`src/hw/rtl/mccs_pkg.sv`:
```
package mccs_pkg;

  localparam int DATA_W = 16;
  localparam int COIL_W = 3;
  localparam int MASK_W = 8;

  typedef enum logic [1:0] {
    OP_TICK    = 2'd0,
    OP_CAPTURE = 2'd1,
    OP_TARE    = 2'd2,
    OP_READ    = 2'd3
  } op_t;

  typedef enum logic {
    ST_IDLE = 1'b0,
    ST_RESP = 1'b1
  } state_t;

  typedef struct packed {
    logic              tick;
    logic              mask_we;
    logic [MASK_W-1:0] mask;
  } rotor_ctl_t;

endpackage

```
`src/hw/rtl/mccs_ram.sv`:
```
module mccs_ram #(
  parameter int WIDTH = 16,
  parameter int DEPTH = 8
) (
  input  logic                     clk,
  input  logic                     we,
  input  logic [$clog2(DEPTH)-1:0] waddr,
  input  logic [WIDTH-1:0]         wdata,
  input  logic                     re,
  input  logic [$clog2(DEPTH)-1:0] raddr,
  output logic [WIDTH-1:0]         rdata
);

  logic [WIDTH-1:0] mem [DEPTH];

  always_ff @(posedge clk) begin
    if (we) begin
      mem[waddr] <= wdata;
    end
    if (re) begin
      rdata <= mem[raddr];
    end
  end

endmodule

```
`src/hw/rtl/mccs_rotor.sv`:
```
module mccs_rotor #(
  parameter int COIL_COUNT = 8
) (
  input  logic                       clk,
  input  logic                       rst,
  input  mccs_pkg::rotor_ctl_t       ctl,
  output logic [mccs_pkg::COIL_W-1:0] current_coil
);

  logic [mccs_pkg::MASK_W-1:0] active_coil_mask;
  logic [mccs_pkg::COIL_W-1:0] current_coil_next;
  logic [mccs_pkg::COIL_W:0]   cand;
  logic                        found;

  always_comb begin
    current_coil_next = '0;
    found             = 1'b0;
    cand              = '0;
    for (int i = 1; i < COIL_COUNT; i++) begin
      cand = {1'b0, current_coil} + (mccs_pkg::COIL_W + 1)'(i);
      if (cand >= (mccs_pkg::COIL_W + 1)'(COIL_COUNT)) begin
        cand = cand - (mccs_pkg::COIL_W + 1)'(COIL_COUNT);
      end
      if (!found && active_coil_mask[cand[mccs_pkg::COIL_W-1:0]]) begin
        current_coil_next = cand[mccs_pkg::COIL_W-1:0];
        found             = 1'b1;
      end
    end
  end

  always_ff @(posedge clk) begin
    if (rst) begin
      active_coil_mask <= mccs_pkg::MASK_W'(1);
      current_coil     <= '0;
    end else begin
      if (ctl.mask_we) begin
        active_coil_mask <= ctl.mask;
      end
      if (ctl.tick) begin
        current_coil <= current_coil_next;
      end
    end
  end

endmodule

```
`src/hw/rtl/multi_coil_capture_sequencer.sv`:
```
// channel  | handshake             | payload
// cfg      | cfg_valid / cfg_ready | cfg_data (active_coil_mask)
// in       | in_valid / in_ready   | opcode, timer_value, coil_index
// out      | out_valid / out_ready | selected_coil, read_shift, read_capture, read_tare
//
// Each transaction is accepted, then waits in the response state for the registered
// read of the capture and tare RAMs before the result is loaded.
// A new transaction is taken while the previous result waits in the output register.
// Reset is synchronous; per-coil valid bits make both stores read as zero at once.
// A stalled output holds the second transaction in the response state.
module multi_coil_capture_sequencer #(
  parameter int COIL_COUNT = 8
) (
  input  logic                        clk,
  input  logic                        rst,
  input  logic                        cfg_valid,
  output logic                        cfg_ready,
  input  logic [mccs_pkg::MASK_W-1:0] cfg_data,
  input  logic                        in_valid,
  output logic                        in_ready,
  input  logic [1:0]                  opcode,
  input  logic [mccs_pkg::DATA_W-1:0] timer_value,
  input  logic [mccs_pkg::COIL_W-1:0] coil_index,
  output logic                        out_valid,
  input  logic                        out_ready,
  output logic [mccs_pkg::COIL_W-1:0] selected_coil,
  output logic [mccs_pkg::DATA_W-1:0] read_shift,
  output logic [mccs_pkg::DATA_W-1:0] read_capture,
  output logic [mccs_pkg::DATA_W-1:0] read_tare
);

  localparam int IDX_W = $clog2(COIL_COUNT);

  mccs_pkg::state_t            state;
  mccs_pkg::state_t            state_next;
  mccs_pkg::op_t               op;
  mccs_pkg::op_t               op_q;
  mccs_pkg::rotor_ctl_t        rotor_ctl;
  logic [mccs_pkg::COIL_W-1:0] current_coil;
  logic [mccs_pkg::DATA_W-1:0] latest_capture;
  logic [COIL_COUNT-1:0]       cap_valid;
  logic [COIL_COUNT-1:0]       tare_valid;
  logic [IDX_W-1:0]            ci_addr;
  logic [IDX_W-1:0]            cur_addr;
  logic                        ci_ok;
  logic                        ci_ok_q;
  logic                        cap_vld_q;
  logic                        tare_vld_q;
  logic                        accept;
  logic                        cap_we;
  logic                        tare_we;
  logic                        rd_re;
  logic                        load_out;
  logic [mccs_pkg::DATA_W-1:0] cap_rdata;
  logic [mccs_pkg::DATA_W-1:0] tare_rdata;
  logic [mccs_pkg::DATA_W-1:0] cap_val;
  logic [mccs_pkg::DATA_W-1:0] tare_val;

  assign op        = mccs_pkg::op_t'(opcode);
  assign cfg_ready = 1'b1;
  assign in_ready  = (state == mccs_pkg::ST_IDLE);
  assign accept    = in_valid && in_ready;
  assign ci_addr   = coil_index[IDX_W-1:0];
  assign cur_addr  = current_coil[IDX_W-1:0];
  assign ci_ok     = ({1'b0, coil_index} < (mccs_pkg::COIL_W + 1)'(COIL_COUNT));
  assign cap_we    = accept && (op == mccs_pkg::OP_CAPTURE);
  assign tare_we   = accept && (op == mccs_pkg::OP_TARE) && ci_ok;
  assign rd_re     = accept && (op == mccs_pkg::OP_READ);
  assign load_out  = (state == mccs_pkg::ST_RESP) && (!out_valid || out_ready);

  assign rotor_ctl.tick    = accept && (op == mccs_pkg::OP_TICK);
  assign rotor_ctl.mask_we = cfg_valid && cfg_ready;
  assign rotor_ctl.mask    = cfg_data;

  mccs_rotor #(
    .COIL_COUNT(COIL_COUNT)
  ) u_rotor (
    .clk         (clk),
    .rst         (rst),
    .ctl         (rotor_ctl),
    .current_coil(current_coil)
  );

  mccs_ram #(
    .WIDTH(mccs_pkg::DATA_W),
    .DEPTH(COIL_COUNT)
  ) u_cap_ram (
    .clk  (clk),
    .we   (cap_we),
    .waddr(cur_addr),
    .wdata(timer_value),
    .re   (rd_re),
    .raddr(ci_addr),
    .rdata(cap_rdata)
  );

  mccs_ram #(
    .WIDTH(mccs_pkg::DATA_W),
    .DEPTH(COIL_COUNT)
  ) u_tare_ram (
    .clk  (clk),
    .we   (tare_we),
    .waddr(ci_addr),
    .wdata(latest_capture),
    .re   (rd_re),
    .raddr(ci_addr),
    .rdata(tare_rdata)
  );

  always_comb begin
    state_next = state;
    case (state)
      mccs_pkg::ST_IDLE: if (accept) state_next = mccs_pkg::ST_RESP;
      mccs_pkg::ST_RESP: if (load_out) state_next = mccs_pkg::ST_IDLE;
      default:           state_next = mccs_pkg::ST_IDLE;
    endcase
  end

  always_comb begin
    cap_val  = '0;
    tare_val = '0;
    if (op_q == mccs_pkg::OP_READ && ci_ok_q) begin
      cap_val  = cap_vld_q  ? cap_rdata  : '0;
      tare_val = tare_vld_q ? tare_rdata : '0;
    end
  end

  always_ff @(posedge clk) begin
    if (rst) begin
      state          <= mccs_pkg::ST_IDLE;
      out_valid      <= 1'b0;
      latest_capture <= '0;
      cap_valid      <= '0;
      tare_valid     <= '0;
    end else begin
      state <= state_next;
      if (cap_we) begin
        latest_capture      <= timer_value;
        cap_valid[cur_addr] <= 1'b1;
      end
      if (tare_we) begin
        tare_valid[ci_addr] <= 1'b1;
      end
      if (load_out) begin
        out_valid <= 1'b1;
      end else if (out_ready) begin
        out_valid <= 1'b0;
      end
    end
  end

  // hold the transaction and the valid bits seen at accept, and load the result registers
  always_ff @(posedge clk) begin
    if (accept) begin
      op_q       <= op;
      ci_ok_q    <= ci_ok;
      cap_vld_q  <= cap_valid[ci_addr];
      tare_vld_q <= tare_valid[ci_addr];
    end
    if (load_out) begin
      selected_coil <= current_coil;
      read_capture  <= cap_val;
      read_tare     <= tare_val;
      read_shift    <= (cap_val > tare_val) ? (cap_val - tare_val) : '0;
    end
  end

  a_coil_in_range: assert property (@(posedge clk) disable iff (rst)
    {1'b0, current_coil} < (mccs_pkg::COIL_W + 1)'(COIL_COUNT))
    else $error("current coil out of range");

  a_accept_to_resp: assert property (@(posedge clk) disable iff (rst)
    accept |=> state == mccs_pkg::ST_RESP)
    else $error("accepted transaction not held for response");

  a_load_releases: assert property (@(posedge clk) disable iff (rst)
    load_out |=> out_valid && state == mccs_pkg::ST_IDLE)
    else $error("result load did not release the input");

  a_shift_consistent: assert property (@(posedge clk) disable iff (rst)
    out_valid |-> (read_shift == '0 || read_shift == read_capture - read_tare))
    else $error("time shift does not match capture and tare");

endmodule
```
`config.mk`:
```
export PLATFORM = sky130hd
export DESIGN_NAME = multi_coil_capture_sequencer
export DESIGN_NICKNAME = d
export VERILOG_FILES = /design/src/hw/rtl/mccs_pkg.sv /design/src/hw/rtl/mccs_ram.sv /design/src/hw/rtl/mccs_rotor.sv /design/src/hw/rtl/multi_coil_capture_sequencer.sv
export SDC_FILE = /design/constraint.sdc
export NUM_CORES = 1
export LEC_CHECK = 0
export ABC_AREA = 1
export BUFFER_PORTS_ARGS = -buffer_cell sky130_fd_sc_hd__buf_2
export CELL_PAD_IN_SITES_DETAIL_PLACEMENT = 1
export CELL_PAD_IN_SITES_GLOBAL_PLACEMENT = 1
export CORE_UTILIZATION = 48
export DETAILED_ROUTE_END_ITERATION = 6
export GPL_TIMING_DRIVEN = 1
export PLACE_DENSITY = 0.89
export SYNTH_ARGS = -nofsm -noshare
export SYNTH_HDL_FRONTEND = slang
export SYNTH_HIERARCHICAL = 1
export SYNTH_SLANG_ARGS = --single-unit
```
`constraint.sdc`:
```
create_clock -name clk -period 4.1 [get_ports clk]
set_clock_uncertainty 0.05 [all_clocks]
set_input_delay 0.41 -clock clk [delete_from_list [all_inputs] [get_ports clk]]
set_output_delay 0.41 -clock clk [all_outputs]
set_load 0.05 [all_outputs]
```
* Yosys cells after proc, flatten, opt, wreduce, memory -nomap -nowiden *
Memories as Yosys holds them, arrays and structs flattened. A register that Yosys moved wholly into a read port is not among the register bits.
Index checks and enable logic that the tools add are counted.
W data, S select, Z words.

cells by class
  order comparisons = 19
  reduce and logical (&&, ||, !) cells = 24
  multiplexer cells = 55
  bitwise operators = 3
  add/subtract/negate cells = 15
  equality and inequality tests = 4

operators by type and width
  operator               count
  $mux W16               4
  $mux W3                14
  $lt A3 B4 Y1 const B   9
  $ge A4 B4 Y1 const B   7
  $bmux W1 S3            9
  $mux W1                25
  $sub A3 B1 Y3 const B  7
  $add A3 B3 Y4 const B  4
  $gt A16 B16 Y1         1
  $or A8 B8 Y8           2
  $sub A16 B16 Y16       1
  $logic_and A1 B1 Y1    14
  $add A3 B2 Y4 const B  2
  $logic_not A1 Y1       7
  $demux W1 S3           2
  $eq A2 B2 Y1 const B   3
  $ge A3 B1 Y1 const B   2
  $add A3 B1 Y4 const B  1
  $eq A2 B1 Y1 const B   1
  $logic_not A2 Y1       1
  $pmux W1 S2            1
  $reduce_bool A2 Y1     1
  $logic_or A1 B1 Y1     1
  $not A1 Y1             1

storage, ports and cells
  output and inout bits = 54
  memories = 2
  word-level logic and storage cells = 136
  input port bits = 34
  RAM bits = 256
  register bits = 100

memories
  memory          depth  width  rd ports  clocked after memory_dff  wr ports  line            RTL
  u_cap_ram.mem   8      16     1         1                         1         mccs_ram.sv:14  logic [WIDTH-1:0] mem [DEPTH];
  u_tare_ram.mem  8      16     1         1                         1         mccs_ram.sv:14

* Longest topological paths before layout *
  depth after elaboration = 24
  depth in mapped cells = 17
  mapped depth without buffers = 16

* Cells and area by module *
Netlist, hierarchy kept.

by module, submodules not included
  module                        cells each  instances  area each (µm²)  seq. area each (µm²)
  mccs_ram                      587         2          6149.6           4324.1
  multi_coil_capture_sequencer  531         1          4438.0           2332.2
  mccs_rotor                    161         1          1016.0           220.2

* Worst setup path before layout *
Ideal clock, no wire load.

  kind = flip-flop to flip-flop
  start point = register state
  end point = register read_capture[0] in the netlist's numbering (enable)
  period minus slack after synthesis = 3.699 ns
  slack = 0.401 ns
  arrival time = 3.171 ns
  setup time = 0.478 ns
  stages on the path, launching flop included = 3
  data required time = 3.572 ns
  buffers on the path = 0
  cell sequence = dfxtp_1 inv_1 a21oi_1

between the ends
  cells in the longest elaborated chain, start to end = 1

ends and longest elaborated chain
  item                    line                                 RTL
  start, declared         multi_coil_capture_sequencer.sv:34   mccs_pkg::state_t state;
  start signal, assigned  multi_coil_capture_sequencer.sv:130  state <= mccs_pkg::ST_IDLE;
  start signal, assigned  multi_coil_capture_sequencer.sv:136  state <= state_next;
  $logic_and A1 B1 Y1     multi_coil_capture_sequencer.sv:69   assign load_out = (state == mccs_pkg::ST_RESP) && (!out_valid || out_ready);
  via load_out            multi_coil_capture_sequencer.sv:53   logic load_out;
  end signal, assigned    multi_coil_capture_sequencer.sv:162  read_capture <= cap_val;
  end, declared           multi_coil_capture_sequencer.sv:28   output logic [mccs_pkg::DATA_W-1:0] read_capture,

The timed path passes the listed nets, and every way through them passes these cells.
A chain may end at the register's enable or synchronous reset.

* Worst setup path in the final report *
  start point = register op_q[1]
  end point = register read_shift[9] in the netlist's numbering (data pin)

between the ends
  cells in the longest elaborated chain, start to end = 3
  elaborated cells between the ends (all ways) = 5
  classes of those cells = 1 x add/sub; 1 x order compare; 1 x eq/ne; 2 x mux

ends and longest elaborated chain
  item                                                line                                 RTL
  start, declared                                     multi_coil_capture_sequencer.sv:37   mccs_pkg::op_t op_q;
  start signal, assigned                              multi_coil_capture_sequencer.sv:155  op_q <= op;
  $eq A2 B2 Y1 *                                      multi_coil_capture_sequencer.sv:122  if (op_q == mccs_pkg::OP_READ && ci_ok_q) begin
  $mux W16                                            multi_coil_capture_sequencer.sv:122
  $sub A16 B16 Y16 or $gt A16 B16 Y1 (tied branches)  multi_coil_capture_sequencer.sv:164  read_shift <= (cap_val > tare_val) ? (cap_val - tare_val) : '0;
  end signal, assigned                                multi_coil_capture_sequencer.sv:164
  end, declared                                       multi_coil_capture_sequencer.sv:27   output logic [mccs_pkg::DATA_W-1:0] read_shift,

Every way passes the cells marked *; elsewhere a longest branch is shown, timed or not.

==> results.md <==
- Placer Congestion: 0.8604
- Routed length per instance: 21.15 um
- CTS buffer count: 42
- Share of the synthesized area in the top cell type: 58.02%
- Slew @ Worst Pin: 1178 ps
- Area delta synth->final: 11.80%
- Number of global-route vias before repair: 14500
- CTS Hold Bufs: 0
- Fraction of layout cells with a size suffix above 1: between 10% and 20%
- Die X: 194.3 um
- Sequential Area: approximately 11000 um2
- Reg2reg start: op_q[1]$_DFFE_PP_
- Reg2reg path depth: 14
- Cell Rows: 70
- Switching power: between 0.002 and 0.0025 W
- Global-route wire length before repair: 80870 um
- Final period util: 81.86%
- Final setup vio count: 0
- Cts repair resizes: 0
- Worst EP arrival: about 3600 ps
- Yosys top cell by area: edfxtp_1
- Pre-CTS setup slack: 789.6 ps
- Hold depth: 3
- Routed Antenna Nets: 0
- TNS Setup: 0 ps
- Layout Nets: 2014
- CP Class: reg2reg
- Worst-path fanout max: 17
- Initial antenna violation count: 1
- Internal: 0.006601 W
- H-tree levels: 2
- Unique masters post-synth: 41
- Post-Synthesis Cells: 1866
- Setup ws final: roughly 740 ps
- Pins Over Slew Limit: 0
- Routed vias/inst: 5.392
- Headroom to the max-slew limit: 21.47%
- CP Capture Type: flip-flop
- Largest net degree at the start of global routing: 105
- Clock Path Buffers: 3
- Clock latency on the worst-skew pair: 550 ps
- Hold path start: cfg_data[0]
- Warnings from Yosys: 6
- Chip height: just under 200 um
- Core Footprint: roughly 37000 um2
- Post-CTS Setup Repair Bufs: 0
- Leak: 9.116 nW
- Worst vdd ir: 0.3280 mV
- Area contributors post-synth: edfxtp_1 (58%), nand2_1 (13%), inv_1 (7.9%)
- WL final: around 52000 um
- Clock sink count: 388
- Max-cap viol count: 0
- Gate power share: 10.5%
- Synth Cell Area: 17750 um2
- Final-report hold violation count: 0
- Switching part of the total: 25.72%
- Fill count: a little over 4000
- CP required: ~4300 ps
- Clock power frac: 39.6%
- Clock-pin slew of the registers on the worst-case setup and hold paths: 60 ps
- TritonRoute pass-1 iters: 5
- Hold Path Sink: u_rotor/active_coil_mask[0]$_SDFFE_PP1P_
- Startpoint types: flip-flop
- Flops & latches, synth: approximately 390
- Avg Inst Size Synth: 9.514 um2
- Share of total power in sequential cells: 49.9%
- CTS tree: built
- Post-route DRC: 0
- Root buffer selected by CTS: clkbuf_16
- Status: finished, final reports clean
- Min-delay worst type: in2reg
- Total track usage: approximately 28%
- Net Count, Synth: between 1500 and 2000
- Via count: about 13000
- Initial Utilization: 48.61%
- Total die area: 37760 um2
- R2R setup slack: about 740 ps
- R2R Path End: read_shift[9]$_SDFFCE_PP0P_
- Seq/Total Area, Yosys: 63.09%
- # IOs: 88
- Area occupied by multi-input gates: 4703 um2
- Total grt overflow: 0
- Cell Pwr Density: about 450 nW/um2
- Post-detail-place hpwl: ~33000 um
- Fmax: 297.9 MHz
- Drt first-iter violations: between 900 and 1000
- Buffers added on ports: 86
- Tmin final: 3356 ps
- RSZ-0062 raised after global routing: no
-- cells in the mapped netlist (all sizes together) --
library cell / instances
nor3: 4
nand3b: 1
o22ai: 5
nand4: 16
dfxtp: 45
nand3: 183
nand2: 642
a21oi: 59
xnor2: 2
edfxtp: 343
fa: 1
xor2: 4
conb: 1
o211ai: 1
a211oi: 1
nor2: 81
buf: 53
inv: 382
o21ai: 8
ha: 18
or2: 1
and2: 3
a31oi: 4
clkbuf: 8
-- critical path, cell delays in order (launching register included) --
cell and delay (ps):
edfxtp_1 330, nand2_1 370, inv_1 210, nand2_1 80
inv_1 410, nand2_1 230, fa_1 480, nand2_1 80
nand3_1 150, nand3_1 120, nand2_1 100, nand2_1 90
nand2_2 60, nand2_4 230, a21oi_1 100
-- per-stage QoR --
| step | std cells | area [um2] | power [W] | utilization (%) | hold WS (ps) |
|---|---|---|---|---|---|
| after floorplan | 1866 | 17750 | 0.005177 | - | 380.4 |
| after global placement | 2385 | 18590 | 0.005385 | 50.91 | 395.0 |
| after detailed placement | 2385 | 18590 | 0.005434 | 50.91 | 405.0 |
| after CTS | 2461 | 19850 | 0.008934 | 54.34 | 7.856 |
| after global routing | 2462 | 19850 | 0.009148 | 54.35 | 39.92 |
| final | 2462 | 19850 | 0.008888 | 54.35 | 28.75 |
-- registers in the layout, summed over array words and instances (netlist names) --
signal and flops:
read_capture 16, read_shift 16, latest_capture 16, u_tare_ram/rdata 16, state 1, tare_vld_q 1
u_tare_ram/mem 128, u_cap_ram/rdata 16, selected_coil 3, u_rotor/current_coil 3, cap_vld_q 1, tare_valid 8
out_valid 1, cap_valid 8, u_cap_ram/mem 128, op_q 2, read_tare 16, u_rotor/active_coil_mask 8
-- kinds of logic after synthesis --
| family | count (synthesis) | share of synthesized area [%] |
|---|---|---|
| flip-flops | 388 | 63.09 |
| AND/OR/NAND/NOR | 931 | 22.21 |
| adder cells (fa/ha/maj) | 19 | 1.381 |
| XOR/XNOR | 6 | 0.3383 |
| buffers and inverters | 443 | 10.52 |
| AO/OA/AOI/OAI | 78 | 2.438 |
| other | 1 | 0.02112 |
-- area by class of cell --
| type | instances | area share (%) |
|---|---|---|
| diodes | 1 | 0.01261 |
| clock buffers | 57 | 5.837 |
| well taps | 468 | 2.950 |
| repair buffers | 112 | 3.354 |
| clock inverters | 19 | 0.4728 |
| inverters | 382 | 7.249 |
| multi-input cells | 1035 | 23.70 |
| flip-flops and latches | 388 | 56.43 |
-- worst max-delay path by stage --
stage	start	end	slack (ps)	cells past startpoint
after CTS	op_q[1]$_DFFE_PP_	read_shift[9]$_SDFFCE_PP0P_	780	14
after global routing	op_q[0]$_DFFE_PP_	read_shift[9]$_SDFFCE_PP0P_	550	14
final	op_q[1]$_DFFE_PP_	read_shift[9]$_SDFFCE_PP0P_	740	14
after floorplan	state$_SDFF_PP0_	read_capture[0]$_DFFE_PP_	400	2
after global placement	op_q[0]$_DFFE_PP_	read_shift[11]$_SDFFCE_PP0P_	1010	14
after detailed placement	op_q[1]$_DFFE_PP_	read_shift[9]$_SDFFCE_PP0P_	790	14
-- cell usage in the layout, fill, tap and decap left out, types with 8 or more instances in the layout --
cell | netlist | final
a21oi_1 | 54 | 53
buf_2 | 27 | 85
buf_4 | 10 | 24
clkbuf_1 | 8 | 11
clkbuf_16 | 0 | 43
clkinv_1 | 0 | 10
dfxtp_1 | 45 | 45
edfxtp_1 | 343 | 343
ha_1 | 18 | 18
inv_1 | 374 | 374
nand2_1 | 631 | 631
nand2_2 | 8 | 8
nand3_1 | 173 | 173
nand3_2 | 10 | 10
nand4_1 | 16 | 16
nor2_1 | 70 | 69
nor2_2 | 8 | 8
-- routing by layer --
| metal | wire, um | share of wire (%) | track usage [%] |
|---|---|---|---|
| met5 | 0 | 0 | 0 |
| met4 | 2018 | 3.9 | 11.90 |
| met3 | 3286 | 6.3 | 5.327 |
| met1 | 20050 | 39 | 32.59 |
| met2 | 26710 | 51 | 50.47 |
-- power by group through the flow --
stage | registers, W | logic, W | clock network [W]
after detailed placement | 0.00452 | 0.000917 | 0
final | 0.00443 | 0.000935 | 0.00352
after global placement | 0.00451 | 0.000873 | 0
after floorplan | 0.00462 | 0.000561 | 0
after global routing | 0.00444 | 0.00102 | 0.00368
after CTS | 0.00443 | 0.000932 | 0.00357
(Power assumes the default switching activity.)
